## config.mk

```make
export PLATFORM = sky130hd
export DESIGN_NAME = bankers_safety_allocator
export DESIGN_NICKNAME = d
export VERILOG_FILES = /design/src/bsa_pkg.sv /design/src/bankers_safety_allocator.sv
export SDC_FILE = /design/constraint.sdc
export NUM_CORES = 2
export LEC_CHECK = 0
export BUFFER_PORTS_ARGS = -buffer_cell sky130_fd_sc_hd__buf_2
export CAP_MARGIN = 20
export CORE_ASPECT_RATIO = 0.7
export CORE_MARGIN = 3
export CORE_UTILIZATION = 40
export CTS_BUF_LIST = sky130_fd_sc_hd__clkbuf_4 sky130_fd_sc_hd__clkbuf_8 sky130_fd_sc_hd__clkbuf_16
export CTS_CLUSTER_DIAMETER = 200
export DETAILED_ROUTE_END_ITERATION = 16
export GPL_TIMING_DRIVEN = 0
export PLACE_DENSITY = 0.61
export SETUP_SLACK_MARGIN = 0.4
export SYNTH_ARGS = -nofsm -noshare
export SYNTH_HDL_FRONTEND = slang
export SYNTH_SLANG_ARGS = --single-unit
```

## constraint.sdc

```tcl
create_clock -name clk -period 22.1 [get_ports clk]
set_clock_uncertainty 0.2 [all_clocks]
set_input_delay 4.42 -clock clk [delete_from_list [all_inputs] [get_ports clk]]
set_output_delay 4.42 -clock clk [all_outputs]
set_load 0.005 [all_outputs]
```

## src/bsa_pkg.sv

```systemverilog
// Package with the types, sizes and helper functions of the banker's safety allocator.
`default_nettype none

package bsa_pkg;

  localparam int NUM_CUSTOMERS = 5;
  localparam int NUM_RESOURCES = 4;
  localparam int AMOUNT_BITS   = 8;
  localparam int WIDE_BITS     = 16;
  localparam int CUST_W        = (NUM_CUSTOMERS > 1) ? $clog2(NUM_CUSTOMERS) : 1;
  localparam int FIELD_AMOUNTS = 4;

  typedef enum logic [1:0] {
    KIND_LOAD_MAX = 2'd0,
    KIND_SET_POOL = 2'd1,
    KIND_REQUEST  = 2'd2,
    KIND_RELEASE  = 2'd3
  } kind_t;

  typedef enum logic [1:0] {
    STAT_OK           = 2'd0,
    STAT_REFUSED      = 2'd1,
    STAT_OVER_RELEASE = 2'd2,
    STAT_BAD_CUSTOMER = 2'd3
  } status_t;

  typedef struct packed {
    kind_t      kind;
    logic [2:0] customer;
    logic [7:0] amount_0;
    logic [7:0] amount_1;
    logic [7:0] amount_2;
    logic [7:0] amount_3;
  } item_t;

  typedef struct packed {
    status_t status;
    logic    state_safe;
  } result_t;

  // Remaining need of one entry: the claim minus the holding, clamped at zero.
  function automatic logic [AMOUNT_BITS-1:0] renew_need(
    input logic [AMOUNT_BITS-1:0] claim,
    input logic [WIDE_BITS-1:0]   held
  );
    logic [WIDE_BITS-1:0] wide_claim;
    wide_claim = WIDE_BITS'(claim);
    if (wide_claim >= held) begin
      return AMOUNT_BITS'(wide_claim - held);
    end
    return '0;
  endfunction

  // Saturating add of an amount onto a wide counter.
  function automatic logic [WIDE_BITS-1:0] sat_add(
    input logic [WIDE_BITS-1:0] base,
    input logic [WIDE_BITS-1:0] addend
  );
    logic [WIDE_BITS:0] sum;
    sum = {1'b0, base} + {1'b0, addend};
    if (sum[WIDE_BITS]) begin
      return '1;
    end
    return sum[WIDE_BITS-1:0];
  endfunction

endpackage

`default_nettype wire

```

## src/bankers_safety_allocator.sv

```systemverilog
// Banker's deadlock-avoidance allocator with a row-serial safety checker.
//
//   Channel   Signals                Direction  Meaning
//   command   start, busy, item      in         one command beat, taken at start && !busy
//   result    done, result           out        one status beat, valid for one cycle
//
// An item passes the execute and seed states and then the safety check, which scans
// NUM_CUSTOMERS rows a pass, for at most NUM_CUSTOMERS passes. A refused request
// that failed the check adds a rollback state, a reseed and a second check. The rate
// is set by the single row compare-and-accumulate unit, which sees one customer row
// per cycle.
// Synchronous reset clears all allocation state to zero; busy stays high from
// the accepted beat until the cycle in which done is raised.
// The receiver cannot stall: each result is shown for exactly one cycle.
`default_nettype none

module bankers_safety_allocator (
  input  wire logic            clk,
  input  wire logic            rst,
  input  wire logic            start,
  input  wire bsa_pkg::item_t  item,
  output logic                 busy,
  output logic                 done,
  output bsa_pkg::result_t     result
);
  import bsa_pkg::*;

  typedef enum logic [4:0] {
    S_IDLE = 5'b00001,
    S_EXEC = 5'b00010,
    S_INIT = 5'b00100,
    S_SCAN = 5'b01000,
    S_UNDO = 5'b10000
  } state_t;

  localparam logic [CUST_W-1:0] LAST_ROW = CUST_W'(NUM_CUSTOMERS - 1);

  state_t state;
  item_t  item_q;
  status_t status_q;
  logic   trial;
  logic   progress;
  logic [CUST_W-1:0] scan_idx;
  logic [NUM_CUSTOMERS-1:0] finished_mark;

  logic [WIDE_BITS-1:0]   pool_left    [NUM_RESOURCES];
  logic [WIDE_BITS-1:0]   work_pool    [NUM_RESOURCES];
  logic [AMOUNT_BITS-1:0] max_claim    [NUM_CUSTOMERS][NUM_RESOURCES];
  logic [WIDE_BITS-1:0]   held_amount  [NUM_CUSTOMERS][NUM_RESOURCES];
  logic [AMOUNT_BITS-1:0] still_needed [NUM_CUSTOMERS][NUM_RESOURCES];

  logic [7:0]             amount_all [FIELD_AMOUNTS];
  logic [AMOUNT_BITS-1:0] amt        [NUM_RESOURCES];
  logic [WIDE_BITS-1:0]   amt_wide   [NUM_RESOURCES];
  logic [CUST_W-1:0]      cust_idx;
  logic [CUST_W-1:0]      row_idx;
  logic                   cust_ok;

  logic [WIDE_BITS-1:0]   held_row [NUM_RESOURCES];
  logic [AMOUNT_BITS-1:0] need_row [NUM_RESOURCES];
  logic [WIDE_BITS:0]     hold_sum [NUM_RESOURCES];
  logic [NUM_RESOURCES-1:0] pool_fit, hold_fit, rel_fit, need_fit;
  logic req_ok, rel_ok, row_fits, prog_now, all_done;
  logic [NUM_CUSTOMERS-1:0] finished_next;

  // Amounts masked to the claim width, and the selected customer row.
  assign amount_all[0] = item_q.amount_0;
  assign amount_all[1] = item_q.amount_1;
  assign amount_all[2] = item_q.amount_2;
  assign amount_all[3] = item_q.amount_3;

  always_comb begin
    for (int r = 0; r < NUM_RESOURCES; r++) begin
      amt[r]      = amount_all[r][AMOUNT_BITS-1:0];
      amt_wide[r] = WIDE_BITS'(amt[r]);
    end
  end

  assign cust_ok  = 32'(item_q.customer) < NUM_CUSTOMERS;
  assign cust_idx = item_q.customer[CUST_W-1:0];
  assign row_idx  = (state == S_SCAN) ? scan_idx : cust_idx;

  // Shared row unit: all resource lanes of one customer row in parallel.
  always_comb begin
    for (int r = 0; r < NUM_RESOURCES; r++) begin
      held_row[r] = held_amount[row_idx][r];
      need_row[r] = still_needed[row_idx][r];
      hold_sum[r] = {1'b0, held_row[r]} + {1'b0, amt_wide[r]};
      pool_fit[r] = amt_wide[r] <= pool_left[r];
      hold_fit[r] = !hold_sum[r][WIDE_BITS];
      rel_fit[r]  = amt_wide[r] <= held_row[r];
      need_fit[r] = WIDE_BITS'(need_row[r]) <= work_pool[r];
    end
  end

  assign req_ok   = &pool_fit && &hold_fit;
  assign rel_ok   = &rel_fit;
  assign row_fits = !finished_mark[scan_idx] && &need_fit;
  assign prog_now = progress || row_fits;

  always_comb begin
    finished_next = finished_mark;
    if (row_fits) begin
      finished_next[scan_idx] = 1'b1;
    end
  end

  assign all_done = &finished_next;
  assign busy     = (state != S_IDLE);

  // Sequencer and allocation state.
  always_ff @(posedge clk) begin
    if (rst) begin
      state    <= S_IDLE;
      done     <= 1'b0;
      trial    <= 1'b0;
      progress <= 1'b0;
      scan_idx <= '0;
      finished_mark <= '0;
      for (int r = 0; r < NUM_RESOURCES; r++) begin
        pool_left[r] <= '0;
      end
      for (int c = 0; c < NUM_CUSTOMERS; c++) begin
        for (int r = 0; r < NUM_RESOURCES; r++) begin
          max_claim[c][r]    <= '0;
          held_amount[c][r]  <= '0;
          still_needed[c][r] <= '0;
        end
      end
    end else begin
      done <= 1'b0;
      unique case (state)
        S_IDLE: begin
          if (start) begin
            item_q <= item;
            trial  <= 1'b0;
            state  <= S_EXEC;
          end
        end

        // Apply the command to the stored state.
        S_EXEC: begin
          status_q <= STAT_OK;
          state    <= S_INIT;
          if (item_q.kind == KIND_SET_POOL) begin
            for (int r = 0; r < NUM_RESOURCES; r++) begin
              pool_left[r] <= amt_wide[r];
            end
          end else if (!cust_ok) begin
            status_q <= STAT_BAD_CUSTOMER;
          end else begin
            case (item_q.kind)
              KIND_LOAD_MAX: begin
                for (int r = 0; r < NUM_RESOURCES; r++) begin
                  max_claim[cust_idx][r]    <= amt[r];
                  held_amount[cust_idx][r]  <= '0;
                  still_needed[cust_idx][r] <= amt[r];
                end
              end
              KIND_REQUEST: begin
                if (req_ok) begin
                  trial <= 1'b1;
                  for (int r = 0; r < NUM_RESOURCES; r++) begin
                    pool_left[r]              <= pool_left[r] - amt_wide[r];
                    held_amount[cust_idx][r]  <= hold_sum[r][WIDE_BITS-1:0];
                    still_needed[cust_idx][r] <=
                      renew_need(max_claim[cust_idx][r], hold_sum[r][WIDE_BITS-1:0]);
                  end
                end else begin
                  status_q <= STAT_REFUSED;
                end
              end
              default: begin
                if (rel_ok) begin
                  for (int r = 0; r < NUM_RESOURCES; r++) begin
                    pool_left[r]              <= sat_add(pool_left[r], amt_wide[r]);
                    held_amount[cust_idx][r]  <= held_row[r] - amt_wide[r];
                    still_needed[cust_idx][r] <=
                      renew_need(max_claim[cust_idx][r], held_row[r] - amt_wide[r]);
                  end
                end else begin
                  status_q <= STAT_OVER_RELEASE;
                end
              end
            endcase
          end
        end

        // Seed the safety check from the free pool.
        S_INIT: begin
          for (int r = 0; r < NUM_RESOURCES; r++) begin
            work_pool[r] <= pool_left[r];
          end
          finished_mark <= '0;
          scan_idx      <= '0;
          progress      <= 1'b0;
          state         <= S_SCAN;
        end

        // One customer row per cycle; a pass ends at the last row.
        S_SCAN: begin
          finished_mark <= finished_next;
          if (row_fits) begin
            for (int r = 0; r < NUM_RESOURCES; r++) begin
              work_pool[r] <= sat_add(work_pool[r], held_row[r]);
            end
          end
          if (scan_idx != LAST_ROW) begin
            scan_idx <= scan_idx + 1'b1;
            progress <= prog_now;
          end else if (!all_done && prog_now) begin
            scan_idx <= '0;
            progress <= 1'b0;
          end else if (trial && !all_done) begin
            status_q <= STAT_REFUSED;
            state    <= S_UNDO;
          end else begin
            done              <= 1'b1;
            result.status     <= status_q;
            result.state_safe <= all_done;
            state             <= S_IDLE;
          end
        end

        // Roll back a request whose state failed the check, then check again.
        S_UNDO: begin
          trial <= 1'b0;
          state <= S_INIT;
          for (int r = 0; r < NUM_RESOURCES; r++) begin
            pool_left[r]              <= sat_add(pool_left[r], amt_wide[r]);
            held_amount[cust_idx][r]  <= held_row[r] - amt_wide[r];
            still_needed[cust_idx][r] <=
              renew_need(max_claim[cust_idx][r], held_row[r] - amt_wide[r]);
          end
        end

        default: begin
          state <= S_IDLE;
        end
      endcase
    end
  end

  // A result beat closes the item, so the block is free in that cycle.
  a_done_not_busy: assert property (@(posedge clk) disable iff (rst)
    done |-> !busy)
    else $error("result beat while the sequencer is still busy");

  // An accepted command beat makes the block busy in the next cycle.
  a_accept_busy: assert property (@(posedge clk) disable iff (rst)
    start && !busy |=> busy)
    else $error("accepted command did not start the sequencer");

  // Exactly one result per item: no two result beats back to back.
  a_single_result: assert property (@(posedge clk) disable iff (rst)
    done |=> !done)
    else $error("two result beats in a row");

  // The sequencer only leaves idle on an accepted command.
  a_busy_from_start: assert property (@(posedge clk) disable iff (rst)
    $rose(busy) |-> $past(start))
    else $error("sequencer started without a command beat");

  // A rollback only follows a granted trial request.
  a_undo_after_trial: assert property (@(posedge clk) disable iff (rst)
    state == S_UNDO |-> $past(trial) && item_q.kind == KIND_REQUEST)
    else $error("rollback without a trial grant");

endmodule

`default_nettype wire
```

-- After elaboration in Yosys (flattened, before gate mapping)
Memories as Yosys holds them, arrays and structs flattened. A register that Yosys moved wholly into a read port is not among the register bits.
Cells that the tools add are included.
- memory bits (writable): 768
- output and inout port bits: 5
- register bits: 58
- ROM bits: 0
- memories: 5
- bits in latches: 0
- memories (memory ; words ; bits a word ; read ports ; clocked after Yosys merged registers in ; write ports ; line ; RTL):
    held_amount ; 5 ; 64 ; 1 ; 0 ; 5 ; bankers_safety_allocator.sv:49 ; logic [WIDE_BITS-1:0] held_amount [NUM_CUSTOMERS][NUM_RESOURCES];
    max_claim ; 5 ; 32 ; 1 ; 1 ; 5 ; bankers_safety_allocator.sv:48 ; logic [AMOUNT_BITS-1:0] max_claim [NUM_CUSTOMERS][NUM_RESOURCES];
    still_needed ; 5 ; 32 ; 1 ; 0 ; 5 ; bankers_safety_allocator.sv:50 ; logic [AMOUNT_BITS-1:0] still_needed [NUM_CUSTOMERS][NUM_RESOURCES];
    pool_left ; 4 ; 16 ; 4 ; 0 ; 4 ; bankers_safety_allocator.sv:46 ; logic [WIDE_BITS-1:0] pool_left [NUM_RESOURCES];
    work_pool ; 4 ; 16 ; 4 ; 0 ; 4 ; bankers_safety_allocator.sv:47 ; logic [WIDE_BITS-1:0] work_pool [NUM_RESOURCES];
- mux-type cells: 380
- magnitude comparators: 23
- multiply operators: 0
- shift-type cells: 0
- div/mod/pow operators: 0
- reduce and logical (&&, ||, !) cells: 33
- eq/ne operators: 18
- $add $sub $neg: 29
- bitwise logic cells: 50
- operators with widths (kind ; count):
    $mux 16 ; 96
    $mux 8 ; 88
    $le 8x16->1 ; 12
    $mux 1 ; 164
    $add 16x8->17 ; 8
    $ge 8x16->1 ; 8
    $sub 16x8->16 ; 8
    $add 16x16->17 ; 4
    $mux 32 ; 2
    $mux 64 ; 1
    $reduce_or 32->1 ; 2
    $reduce_or 64->1 ; 1
    $sub 8x8->8 ; 8
    $or 1x1->1 ; 44
    $mux 5 ; 5
    $mux 3 ; 7
    $pmux 5 s4 ; 1
    $reduce_and 4->1 ; 4
    $reduce_and 5->1 ; 3
    $ne 2x2->1 const B ; 7
    $mux 2 ; 6
    $pmux 5 s2 ; 1
    $mux 4 ; 2
    $pmux 2 s2 ; 2
    33 further kinds ; 49

-- Depth between registers and ports, before layout
An unclocked memory read counts as a cell.
- depth in word-level cells: 24
- gate-level depth with buffers: 29
- mapped depth without buffers: 24

-- Least setup slack after synthesis
OpenSTA, ideal clock, no wires.
- path kind: input port to flip-flop
- from: input rst
- to: memory work_pool[0][0] (enable)
- library setup time: 499 ps
- data required time: 21401 ps
- path slack: 13576 ps
- data arrival time: 7824 ps
- path buffers: 2
- stages on the path: 3
- cells stage by stage: clkbuf_1 > clkbuf_1 > o21bai_1
- RTL lines (what ; line ; RTL):
    from (decl) ; bankers_safety_allocator.sv:19 ; input wire logic rst,
    to (decl) ; bankers_safety_allocator.sv:47 ;

==> impl_results.md <==
* Status: finished, final reports clean
* Clock sink count at 1213
* Critical Path Sink Type: flop
* DRT Pass-1 Iters at 6
* Slowest CP cell: a2111oi_2
* Main combinational cell family by area after synthesis: simple AND/OR/NAND/NOR gates
* GP Congestion at 0.9761
* Slew Limit Fails at 0
* H-tree depth at 3
* CP top delay family: buffers and inverters
* Initial Util at 40.40%
* Simple-gate share of the synthesized area at 11.63%
* Share of post-route cells with drive strength above 1 at 13.86%
* CP max stage delay at 0.99 ns
* Slew headroom at 3.213%
* Synthesized instance count at 5371
* Via/cell ratio at 6.091
* CP Class: reg -> reg
* Overall Power at 5790 uW
* Worst-Margin Slew at 1.452 ns
* Buf/Inv on CP at 10
* CTS root buffer: clkbuf_16
* CP Max Fanout at 40
* Largest net degree at the start of global routing at 51
* Number of remaining DRC errors at 0
* Synth unique cells at 109
* Initial DRC count at 7575
* Vias in the first global route at 45760
* Cell Area, Synth at 66260 um2
* Clk buf depth at 3
* Most used routing layer: met1
* Final Hold Violating Endpoints at 0
* Die Width at 492.5 um
* Synth Area in Adders at 6.473%
* Sequential share of the synthesized area at 54.69%
* Gr usage total at 27.22%
* Remaining antenna violation count at 0
* Leakage Power at 0.02778 uW
* Hold/Removal Path Class: reg -> reg
* IO Pins at 45
* WL final at 237700 um
* Synth Area per Inst at 12.34 um2
* Worst EP arrival at 10.94 ns
* Synth Area in Compound Gates at 11.48%
* Worst vdd ir at 0.07046 mV
* EDFF count, synth at 1194
* GR Util met3 at 9.119%
* Maxcap violations at 0
* HPWL after detailed placement at 181100 um
* Cell area power density at 77.62 nW/um2
* Min Tclk post-route at 10.67 ns
* Post-CTS sizing at 0
* RSZ-0062 raised after global routing: false
* Die Footprint at 170600 um2
* PortBufs at 43
* First-pass GRT wire length at 335600 um
* FP Rows at 124
* CTS tree: built
* Mux share of post-synthesis cell area at 9.470%
* Final setup fails at 0
* Initial antenna violation count at 9
* Synthesis-stage register bit count at 1213
* Ys Warns at 0
* Total number of vias at 48710
* Core Region at 164000 um2
* TritonCTS buffer count at 114
* Most frequent cells in the layout: 1194 x edfxtp_1, 694 x nor2_1, 310 x inv_1, 298 x ha_1, 263 x nand2_1
* Commonest non-fill, non-tap cell in the layout: edfxtp_1
* Total Neg Setup Slack at 0 ns
* Synth async-reset ratio at 0%
* Met1 Use GR at 41.38%
* Crit share post-route at 48.26%
* Clock-pin slew on the worst setup and hold paths at 0.07 ns
* Die Y-Extent at 346.5 um
* Synth Flop Type: edfxtp_1
* Post-CTS setup buffer count at 0
* P&R area growth vs syn at 12.59%
* Grt ovf at 0
* Final nets at 6053
* WL/cell at 29.73 um
* Area after DPL at 70630 um2
* M2 GR Usage at 36.86%
* Clock Latency Late Sink at 0.78 ns
* Worst Path Required at 22.37 ns
* Max Freq at 93.75 MHz
* Post-Synth XOR/XNOR Area at 2.300%
* CP Launch Type: flop
* Final Cell Area at 74600 um2
* Post-CTS Hold Buffers at 0
state kept, by name, indices dropped and copies added (netlist names), 2 cells and up, named ones only:
name           flops
finished_mark      5
amount_all        32
pool_left         64
state              5
result             3
item_q             2
scan_idx           3
still_needed     256
work_pool         64
status_q           2
cust_idx           3
held_amount      512
max_claim        256
final cells by class:
cell class | instances | area (um2)
Antenna cell | 7 | 17.52
Clock inverter | 76 | 713.2
Fill cell | 14880 | 89390
Buffer | 315 | 1440
Sequential cell | 1213 | 36230
Inverter | 317 | 1190
Tap cell | 2205 | 2759
Timing Repair Buffer | 105 | 1346
Multi-Input combinational cell | 3621 | 27840
Clock buffer | 138 | 3057
kinds of logic after synthesis:
group,after synthesis
other cells,1
fa+ha+maj,326
buf+inv,632
simple gates,1612
xor+xnor,174
flops,1213
mux,374
compound gates,1039
Yosys cell counts (16+ instances only):
library cell / instances / area (um2)
mux4_2: 193 / 4347
nor2_1: 694 / 2605
a211oi_1: 44 / 330.3
a21oi_1: 215 / 1076
buf_1: 25 / 93.84
nand3_1: 90 / 450.4
nand4_1: 43 / 269.0
mux2i_1: 88 / 880.8
a21boi_0: 21 / 157.7
o221ai_1: 36 / 315.3
nor4_1: 60 / 375.4
o31ai_1: 22 / 165.2
nor2b_1: 60 / 375.4
buf_2: 79 / 395.4
inv_1: 310 / 1164
a21o_1: 66 / 495.5
fa_1: 28 / 560.5
clkbuf_1: 180 / 675.7
a31oi_1: 19 / 118.9
nand2_1: 268 / 1006
and3_1: 48 / 300.3
dfxtp_1: 19 / 380.4
nand2b_1: 86 / 538.0
mux2_2: 93 / 1047
o21a_1: 26 / 195.2
nor3_1: 105 / 525.5
a32o_1: 36 / 360.4
ha_1: 298 / 3729
o211ai_1: 20 / 150.1
a22oi_1: 16 / 120.1
a221o_1: 62 / 620.6
o21ai_0: 158 / 790.8
a221oi_1: 19 / 166.4
buf_4: 22 / 165.2
a311oi_1: 26 / 227.7
o21bai_1: 47 / 352.8
edfxtp_1: 1194 / 35850
xor2_1: 49 / 429.2
and2_1: 51 / 319.1
o22a_1: 81 / 709.4
xnor2_1: 125 / 1095
through the flow:
step / hold slack (ns) / utilization [%] / instances / worst slack, ns
final: 0.2482 / 45.49 / 7997 / 11.43
after floorplan: 0.2003 / - / 5466 / 13.58
after global routing: 0.2609 / 45.48 / 7991 / 11.14
after CTS: 0.2475 / 45.37 / 7978 / 11.88
after detailed placement: 0.2397 / 43.07 / 7764 / 11.93
after global placement: 0.2362 / 42.44 / 7714 / 8.737
final timing paths:
check / from / endpoint / slack, ns / cells past startpoint
hold / removal: status_q[1] / result[2] / 0.25 / 0
setup reg to reg: scan_idx[0] / still_needed[0][2] / 11.43 / 27
hold reg to reg: status_q[1] / result[2] / 0.25 / 0
setup / recovery: scan_idx[0] / still_needed[0][2] / 11.43 / 27
power by group:
| part | switching (uW) | leakage (uW) | internal (uW) |
|---|---|---|---|
| logic | 707 | 0.0139 | 425 |
| clock network | 941 | 0.00187 | 1090 |
| registers | 39.9 | 0.0120 | 2590 |
routing by layer:
| metal | wire length [um] | vias to the layer above |
|---|---|---|
| li1 | - | 20880 |
| met1 | 102700 | 24500 |
| met2 | 94880 | 2981 |
| met3 | 33880 | 340 |
| met4 | 6249 | 6 |
| met5 | 47 | - |
Power figures use the tool's default switching activity.
